## config.mk

```make
export PLATFORM = sky130hd
export DESIGN_NAME = bfac_ctrl
export DESIGN_NICKNAME = d
export VERILOG_FILES = /design/src/hw/rtl/bfac_pkg.sv /design/src/hw/rtl/bfac_ctrl.sv
export SDC_FILE = /design/constraint.sdc
export NUM_CORES = 1
export LEC_CHECK = 0
export ABC_CLOCK_PERIOD_IN_PS = 1550
export BUFFER_PORTS_ARGS = -buffer_cell sky130_fd_sc_hd__buf_2
export CORE_AREA = 2 2 39 41
export CTS_CLUSTER_DIAMETER = 200
export DETAILED_ROUTE_END_ITERATION = 16
export DIE_AREA = 0 0 41 43
export PLACE_DENSITY = 0.72
export SLEW_MARGIN = 10
export SYNTH_ARGS = -nofsm -noshare
export SYNTH_HDL_FRONTEND = slang
export SYNTH_SLANG_ARGS = --single-unit
```

## constraint.sdc

```tcl
create_clock -name i_clk -period 1.55 [get_ports i_clk]
set_input_delay 0.155 -clock i_clk [delete_from_list [all_inputs] [get_ports i_clk]]
set_output_delay 0.155 -clock i_clk [all_outputs]
set_load 0.02 [all_outputs]
```

## src/hw/rtl/bfac_pkg.sv

```systemverilog
package bfac_pkg;

    localparam int unsigned FILTER_BITS_DEF = 8192;
    localparam int unsigned ROW_BITS        = 32;
    localparam int unsigned CFG_AW          = 3;
    localparam int unsigned CFG_DW          = 32;

    localparam logic [3:0]  HC_RESET   = 4'd7;
    localparam logic [3:0]  MAX_HASHES = 4'd8;

    // register index, taken from paddr[2]
    localparam logic        REG_HASH_COUNT = 1'b0;

    localparam logic [63:0] GOLDEN_STEP = 64'h9E37_79B9_7F4A_7C15;
    localparam logic [63:0] MIX_P1      = 64'h9E37_79B1_85EB_CA87;
    localparam logic [63:0] MIX_P2      = 64'hC2B2_AE3D_27D4_EB4F;
    localparam logic [63:0] MIX_P4      = 64'h27D4_EB2F_1656_67C5;
    localparam logic [63:0] FIN_M1      = 64'hFF51_AFD7_ED55_8CCD;
    localparam logic [63:0] FIN_M2      = 64'hC4CE_B9FE_1A85_EC53;

    typedef enum logic [3:0] {
        S_CLEAR,
        S_IDLE,
        S_KP_MUL,
        S_KP_SUM,
        S_PRE,
        S_P1_MUL,
        S_P1_SUM,
        S_M1_MUL,
        S_M1_SUM,
        S_M2_MUL,
        S_M2_SUM,
        S_READ,
        S_TEST,
        S_OUT
    } t_state;

    typedef enum logic [1:0] {
        MUL_KEY_P2,
        MUL_P1,
        MUL_M1,
        MUL_M2
    } t_mul_op;

    typedef struct packed {
        logic    clr;
        logic    load;
        logic    mul_go;
        t_mul_op mul_op;
        logic    kp_wr;
        logic    acc_pre;
        logic    acc_mul;
        logic    rd_en;
        logic    test;
        logic    next_pos;
        logic    out_load;
    } t_cmd;

    typedef struct packed {
        logic clr_last;
        logic n_zero;
        logic is_check;
        logic last;
        logic miss;
        logic out_free;
    } t_stat;

    function automatic logic [63:0] rotl31(input logic [63:0] v);
        rotl31 = {v[32:0], v[63:33]};
    endfunction

    function automatic logic [63:0] xs33(input logic [63:0] v);
        xs33 = v ^ {33'b0, v[63:33]};
    endfunction

endpackage

```

## src/hw/rtl/bfac_ctrl.sv

```systemverilog
module bfac_ctrl (
    input  logic            i_clk,
    input  logic            i_rst_n,
    input  logic            i_in_valid,
    output logic            o_in_ready,
    input  bfac_pkg::t_stat i_stat,
    output bfac_pkg::t_cmd  o_cmd
);

    bfac_pkg::t_state r_state;
    bfac_pkg::t_state n_state;

    always_ff @(posedge i_clk) begin
        if (!i_rst_n) begin
            r_state <= bfac_pkg::S_CLEAR;
        end else begin
            r_state <= n_state;
        end
    end

    always_comb begin
        n_state    = r_state;
        o_in_ready = 1'b0;
        o_cmd      = '0;
        o_cmd.mul_op = bfac_pkg::MUL_KEY_P2;
        unique case (r_state)
            bfac_pkg::S_CLEAR: begin
                o_cmd.clr = 1'b1;
                if (i_stat.clr_last) begin
                    n_state = bfac_pkg::S_IDLE;
                end
            end
            bfac_pkg::S_IDLE: begin
                o_in_ready = 1'b1;
                if (i_in_valid) begin
                    o_cmd.load = 1'b1;
                    n_state    = bfac_pkg::S_KP_MUL;
                end
            end
            bfac_pkg::S_KP_MUL: begin
                o_cmd.mul_go = 1'b1;
                o_cmd.mul_op = bfac_pkg::MUL_KEY_P2;
                n_state      = bfac_pkg::S_KP_SUM;
            end
            bfac_pkg::S_KP_SUM: begin
                o_cmd.kp_wr = 1'b1;
                if (!i_stat.n_zero) begin
                    n_state = bfac_pkg::S_PRE;
                end else if (i_stat.is_check) begin
                    n_state = bfac_pkg::S_OUT;
                end else begin
                    n_state = bfac_pkg::S_IDLE;
                end
            end
            bfac_pkg::S_PRE: begin
                o_cmd.acc_pre = 1'b1;
                n_state       = bfac_pkg::S_P1_MUL;
            end
            bfac_pkg::S_P1_MUL: begin
                o_cmd.mul_go = 1'b1;
                o_cmd.mul_op = bfac_pkg::MUL_P1;
                n_state      = bfac_pkg::S_P1_SUM;
            end
            bfac_pkg::S_P1_SUM: begin
                o_cmd.acc_mul = 1'b1;
                n_state       = bfac_pkg::S_M1_MUL;
            end
            bfac_pkg::S_M1_MUL: begin
                o_cmd.mul_go = 1'b1;
                o_cmd.mul_op = bfac_pkg::MUL_M1;
                n_state      = bfac_pkg::S_M1_SUM;
            end
            bfac_pkg::S_M1_SUM: begin
                o_cmd.acc_mul = 1'b1;
                n_state       = bfac_pkg::S_M2_MUL;
            end
            bfac_pkg::S_M2_MUL: begin
                o_cmd.mul_go = 1'b1;
                o_cmd.mul_op = bfac_pkg::MUL_M2;
                n_state      = bfac_pkg::S_M2_SUM;
            end
            bfac_pkg::S_M2_SUM: begin
                o_cmd.acc_mul = 1'b1;
                n_state       = bfac_pkg::S_READ;
            end
            bfac_pkg::S_READ: begin
                o_cmd.rd_en = 1'b1;
                n_state     = bfac_pkg::S_TEST;
            end
            bfac_pkg::S_TEST: begin
                o_cmd.test = 1'b1;
                if (i_stat.miss || i_stat.last) begin
                    n_state = i_stat.is_check ? bfac_pkg::S_OUT : bfac_pkg::S_IDLE;
                end else begin
                    o_cmd.next_pos = 1'b1;
                    n_state        = bfac_pkg::S_PRE;
                end
            end
            bfac_pkg::S_OUT: begin
                if (i_stat.out_free) begin
                    o_cmd.out_load = 1'b1;
                    n_state        = bfac_pkg::S_IDLE;
                end
            end
            default: begin
                n_state = bfac_pkg::S_IDLE;
            end
        endcase
    end

    // no transaction may slip in while the store is being wiped
    a_no_load_in_clear: assert property (@(posedge i_clk) disable iff (!i_rst_n)
        (r_state == bfac_pkg::S_CLEAR) |-> !o_cmd.load)
        else $error("item accepted during clear pass");

endmodule

```

==> flow_summary_export.csv, run 1 <==
group,metric,value,unit
outcome,outcome,"completed",
placement,gp_congestion,0.7526,
yosys,synthesis.area,441.7,um2
placement,hpwl,802,um
sta,whs,179.1,ps
yosys,synth_xor_area_share,1.983,%
power,internal_power,0.2920,mW
sta,rsz0062_at_grt,"no",
detailed_routing,ant_nets,0,
floorplan,die_h,43,um
detailed_routing,via_per_inst,5.305,
global_route,grt_usage,13.53,%
global_route,grt_pass1_wl,1649,um
finish,reg_top3,"r_state: 4 flops",
clocking,htree_levels,1,
critical_path,ff2ff_path_depth,4,
yosys,synth_cells,56,
clocking,cts_setup_buffers,0,
power,swShare,36.12,%
power,p_sw,0.1651,mW
critical_path,critical_path_arrival,1320,ps
floorplan,dieArea,1763,um2
yosys,synth_nets,65,
detailed_routing,first_pass_iters,2,
min_path,min_from,"i_rst_n",
yosys,ys_ff_latch,4,
floorplan,io_pins,22,
yosys,synth_top_family_by_area,"simple AND/OR/NAND/NOR gates",
sta,fin_crit,1476,ps
critical_path,cpPeakStageDelay,380,ps
detailed_routing,drtIter0Drc,5,
yosys,synthAdderAreaFrac,0,%
finish,layout-drive-gt1-share,51.90,%
critical_path,rr_startpoint,"r_state[3]",
critical_path,crit_chain,"buf_6, and3b_1, a21oi_1, nor2b_1, buf_4",
sta,fmax,0.6773,GHz
detailed_routing,wire_per_inst,11.57,um
power,power_density,713.6,nW/um2
finish,largest_reg_flops,4,
detailed_routing,drt-total-wl,1099,um
sta,fin_skew,0.9528,ps
sta,fin_setup_tns,0,ps
floorplan,coreArea,1384,um2
sta,maxSlewViolCount,0,
yosys,yosys.area_share.simple,38.24,%
global_route,grt_max_degree,19,
clocking,cts_tree,"yes",
yosys,syn_area_per_cell,7.887,um2
critical_path,critPathSlowestCell,"dfxtp_2",
sta,tightest_slew,289.4,ps
floorplan,initial_core_util,31.92,%
placement,place_ws,129.5,ps
finish,area_delta_synth_final,45.04,%
finish,antenna_cells,0,
detailed_routing,drc,0,
finish,nets,90,
yosys,yosysWarnings,0,
yosys,muxShareOfSynthArea,0,%
placement,io_buffer_count,21,
sta,timing.final.ws_setup,73.64,ps
min_path,whs_path_depth,2,
power,peakVddDrop,387.0,uV
clocking,clkTransAtPathRegs,40,ps
detailed_routing,vias,504,
sta,post-route-period-util,95.25,%
min_path,hold_class,"input port to flip-flop",
floorplan,die_w,41,um
clocking,clk_path_buf_depth,2,
critical_path,end_kind,"output pin",
global_route,grt_pass1_vias,409,
power,p_seq_share,30.2,%
clocking,postCtsHoldBufs,0,
global_route,antenna_found_initial,0,
critical_path,r2r_slack,240,ps
critical_path,worstReg2RegEnd,"r_state[0]",
finish,top_register,"r_state",
clocking,cts_sinks,4,
finish,final_util,46.29,%
sta,setup_viol,0,
power,p_leak,0.3038,nW
global_route,overflow,0,
critical_path,path_max_fanout,11,
critical_path,crit_path_start_kind,"flip-flop",
yosys,synth_cell_types,33,
yosys,ys_seq_area_share,18.13,%
critical_path,criticalPathCategory,"flip-flop to output pin",
clocking,tritoncts.num_buffers,3,
floorplan,rows,14,
sta,hold_viol,0,
clocking,clk_latency,230,ps
clocking,ctsRootBufferMaster,"clkbuf_4",
yosys,synth-compound-area-share,29.46,%
power,clkPwrFrac,28.5,%
job,maxCapViolCount,0,
critical_path,worstPathRequired,1390,ps
min_path,hold_end,"r_state[2]",
power,p_comb_share,41.3,%
sta,maxSlewHeadroom,80.70,%
[critical path: cells and delay by family (launching register included)]
family	cells	cell delay (ps)
flip-flops	1	380
buffers and inverters	2	310
AND/OR/NAND/NOR	2	270
AO/OA/AOI/OAI	1	130
[Yosys cell counts]
cell      number  share of area [%]
a221oi_2       1                3.4
o2111a_1       1                2.5
nor4_1         2                2.8
a21boi_1       1                1.7
buf_2          4                4.5
nor4bb_1       1                2.3
a22oi_1        1                1.7
o22ai_1        2                2.8
nand2b_1       1                1.4
nand3_1        1                1.1
dfxtp_1        4                 18
and4_1         1                2.0
inv_1          5                4.2
buf_6          1                2.5
and4bb_1       2                5.7
a21oi_1        3                3.4
o21ai_0        1                1.1
nor2_1         1               0.85
o311a_1        1                2.3
o221a_1        1                2.5
nor3_1         1                1.1
o31a_1         2                4.0
and3b_1        1                2.0
and3_1         1                1.4
nor3b_1        3                5.1
nor2b_1        3                4.2
xnor2_1        1                2.0
clkbuf_1       1               0.85
or2_2          1                1.4
nand2_1        3                2.5
and2_1         1                1.4
a221oi_1       2                4.0
nor3b_2        1                2.8
[layout make-up]
| type | instances | area [um2] |
|---|---|---|
| fillers | 148 | 743.2 |
| multi-input cells | 41 | 344.1 |
| repair buffers | 26 | 151.4 |
| flip-flops and latches | 4 | 83.83 |
| clock buffers | 3 | 22.52 |
| well taps | 16 | 20.02 |
| inverters | 5 | 18.77 |
[power groups by stage]
stage / Clock [mW] / Sequential (mW) / Combinational [mW]
after detailed placement: 0 / 0.135 / 0.174
after floorplan: 0 / 0.121 / 0.133
final: 0.130 / 0.138 / 0.189
after global routing: 0.137 / 0.141 / 0.205
after CTS: 0.133 / 0.135 / 0.184
after global placement: 0 / 0.135 / 0.171
[how the worst max path moves through the flow]
stage | startpoint | to | slack (ps) | cells after the start
final | r_state[3] | o_cmd[8] | 70 | 5
after global routing | r_state[3] | o_cmd[8] | 8 | 5
after CTS | r_state[2] | o_cmd[1] | 20 | 3
after detailed placement | r_state[1] | r_state[0] | 130 | 4
after global placement | r_state[1] | r_state[0] | 160 | 4
after floorplan | r_state[2] | o_cmd[5] | 30 | 3
[cells in the final DEF, fill, tap and decap left out, types with 3 or more instances in the layout]
| cell type | instances |
|---|---|
| buf_2 | 19 |
| buf_4 | 6 |
| inv_1 | 5 |
| nor3b_2 | 3 |
| a21oi_1 | 3 |
| nand2_1 | 3 |
| clkbuf_4 | 3 |
| dfxtp_2 | 3 |
[cell families after synthesis]
| logic type | Yosys count |
|---|---|
| xor gates and xnor gates | 1 |
| DFF | 4 |
| and+or+nand+nor | 24 |
| buffers and inverters | 11 |
| AOI/OAI and AO/OA | 16 |
[stage by stage]
stage          power (mW)  std cells  cell area (um2)
4_1_cts            0.4533         95            611.8
6_report           0.4571         95            640.6
2_1_floorplan      0.2543         56            447.9
5_1_grt            0.4830         95            640.6
3_5_place_dp       0.3089         92            575.6
3_3_place_gp       0.3054         92            575.6
[layer usage]
| layer | part of all wire (%) | GRT usage (%) | up-vias | wire [um] |
|---|---|---|---|---|
| li1 | - | - | 260 | - |
| met2 | 46 | 20.94 | 18 | 501 |
| met1 | 48 | 16.61 | 226 | 527 |
| met5 | 0 | 0 | - | 0 |
| met4 | 0 | 4.000 | 0 | 0 |
| met3 | 6.3 | 5.236 | 0 | 69 |
[repair_timing]
| item | CTS | global route |
|---|---|---|
| hold endpoints to repair | 0 | 0 |
| endpoints found under the setup margin | 6 | 7 |
| cloned | 0 | 0 |
| gates resized for setup | 4 | 8 |
| pin swaps | 0 | 1 |
No activity file was read; power rests on OpenSTA's default activity.
==> run 2, diff against run 1 <==
- MAX_ROUTING_LAYER: default -> met4
- SKIP_CTS_REPAIR_TIMING: default -> 1
==> run 2 against run 1 <==
Net effect: count of clock-buffer cells in the layout unchanged; cell area down 0.39%; die area stayed put; register-to-register slack about the same; core utilization is 0.18 points lower; maximum frequency barely moved; cell count unchanged; setup slack gained 1.2 ps; clock skew increased by 0.67 ps; sequential power about the same; sequential share of layout area rose by 0.051 points; total power is 1.1% lower; largest cell class unchanged.
==> flow_summary_export.csv, run 2 (synthesis gave the netlist of run 1 again) <==
group,metric,value,unit
outcome,outcome,"completed",
critical_path,crit_path_start_kind,"flip-flop",
detailed_routing,drtIter0Drc,8,
power,p_seq_share,30.5,%
finish,largest_reg_flops,4,
finish,regArea,83.83,um2
global_route,antenna_found_initial,0,
sta,fin_crit,1475,ps
sta,fin_setup_tns,0,ps
floorplan,coreArea,1384,um2
min_path,hold_class,"input port to flip-flop",
sta,hold_viol,0,
placement,hpwl,802,um
floorplan,rows,14,
placement,place_inst,92,
finish,final_cell_mix,"buf_2 (20), inv_1 (5), buf_4 (5)",
sta,maxSlewHeadroom,80.70,%
power,clkPwrFrac,28.5,%
power,p_sw,0.1632,mW
detailed_routing,drc,0,
detailed_routing,wire_per_inst,11.22,um
critical_path,rr_startpoint,"r_state[3]",
finish,area_delta_synth_final,44.48,%
critical_path,end_kind,"output pin",
clocking,ctsRootBufferMaster,"clkbuf_4",
floorplan,die_w,41,um
global_route,grt_usage,13.55,%
sta,fmax,0.6779,GHz
finish,top_register,"r_state",
global_route,overflow,0,
placement,io_buffer_count,21,
sta,setup_viol,0,
job,maxCapViolCount,0,
detailed_routing,first_pass_iters,2,
clocking,clk_latency,230,ps
floorplan,die_h,43,um
floorplan,dieArea,1763,um2
critical_path,crit_family,"flip-flops",
finish,nets,90,
finish,reg_top3,"r_state: 4 flops",
critical_path,criticalPathCategory,"flip-flop to output pin",
power,p_comb_share,41.0,%
placement,gp_congestion,0.7622,
power,power_density,708.2,nW/um2
clocking,tritoncts.num_buffers,3,
power,swShare,36.11,%
global_route,grt_pass1_wl,1621,um
sta,rsz0062_at_grt,"no",
critical_path,critical_path_arrival,1320,ps
finish,multiInputGateArea,344.1,um2
clocking,cts_tree,"yes",
critical_path,cpPeakStageDelay,380,ps
sta,tightest_slew,289.5,ps
power,internal_power,0.2887,mW
detailed_routing,drt-total-wl,1066,um
critical_path,path_max_fanout,11,
global_route,grt_pass1_vias,419,
critical_path,worstPathRequired,1390,ps
detailed_routing,vias,501,
finish,antenna_cells,0,
sta,post-route-period-util,95.17,%
sta,whs,180.5,ps
floorplan,initial_core_util,31.92,%
clocking,htree_levels,1,
sta,maxSlewViolCount,0,
sta,fin_skew,1.623,ps
clocking,cts_sinks,4,
power,peakVddDrop,378.4,uV
critical_path,crit_chain,"buf_6, and3b_1, a21oi_1, nor2b_1, buf_4",
min_path,min_from,"i_rst_n",
detailed_routing,ant_nets,0,
finish,n_fill_cell,147,
critical_path,critPathSlowestCell,"dfxtp_2",
clocking,clk_path_buf_depth,2,
global_route,grt_max_degree,19,
finish,layout-drive-gt1-share,51.90,%
floorplan,io_pins,22,
clocking,clkTransAtPathRegs,40,ps
finish,layout.cells.non_filler,95,
detailed_routing,via_per_inst,5.274,
critical_path,crit_path_start,"r_state[3]",
finish,layout_commonest_cell,"buf_2",
power,p_leak,0.3030,nW
critical_path,crit_buf_inv,2,
## run 2: changes by cell type in the layout (fill, tap and decap cells not counted)
cell / delta
buf_2: +1
buf_4: -1
## run 2: metal layers
metal | up-vias | track usage [%] | wire, um
met5 | - | - | 0
met4 | 0 | 4.000 | 0
met3 | 0 | 4.712 | 58
met2 | 16 | 20.00 | 470
met1 | 225 | 16.93 | 537
li1 | 260 | - | -
## run 2: worst paths after layout
path / slack (ps) / depth (start not counted) / to
max: 70 / 5 / o_cmd[8]
min: 180 / 2 / r_state[2]
max reg2reg: 240 / 4 / r_state[0]
min reg2reg: 630 / 2 / r_state[1]
## run 2: power by group through the flow
stage	clock, mW	combinational, mW	sequential, mW
after floorplan	0	0.133	0.121
after global placement	0	0.171	0.135
after detailed placement	0	0.174	0.135
after CTS	0.133	0.174	0.133
after global routing	0.137	0.202	0.141
final	0.129	0.185	0.138
## run 2: layout make-up
type / instances / share of cell area (%)
Sequential cell: 4 / 13.14
Clock buffer: 3 / 3.529
Tap cell: 16 / 3.137
Timing Repair Buffer: 26 / 23.33
Multi-Input combinational cell: 41 / 53.92
Inverter: 5 / 2.941
## run 2: metrics by stage
step | power (mW) | utilization [%] | cell area (um2) | worst slack (ps)
after CTS | 0.4412 | 43.22 | 598.1 | -48.99
after detailed placement | 0.3089 | 41.59 | 575.6 | 129.5
final | 0.4519 | 46.11 | 638.1 | 74.84
after global routing | 0.4789 | 46.11 | 638.1 | 8.127
after floorplan | 0.2543 | - | 447.9 | 32.03
after global placement | 0.3054 | 41.59 | 575.6 | 160.2
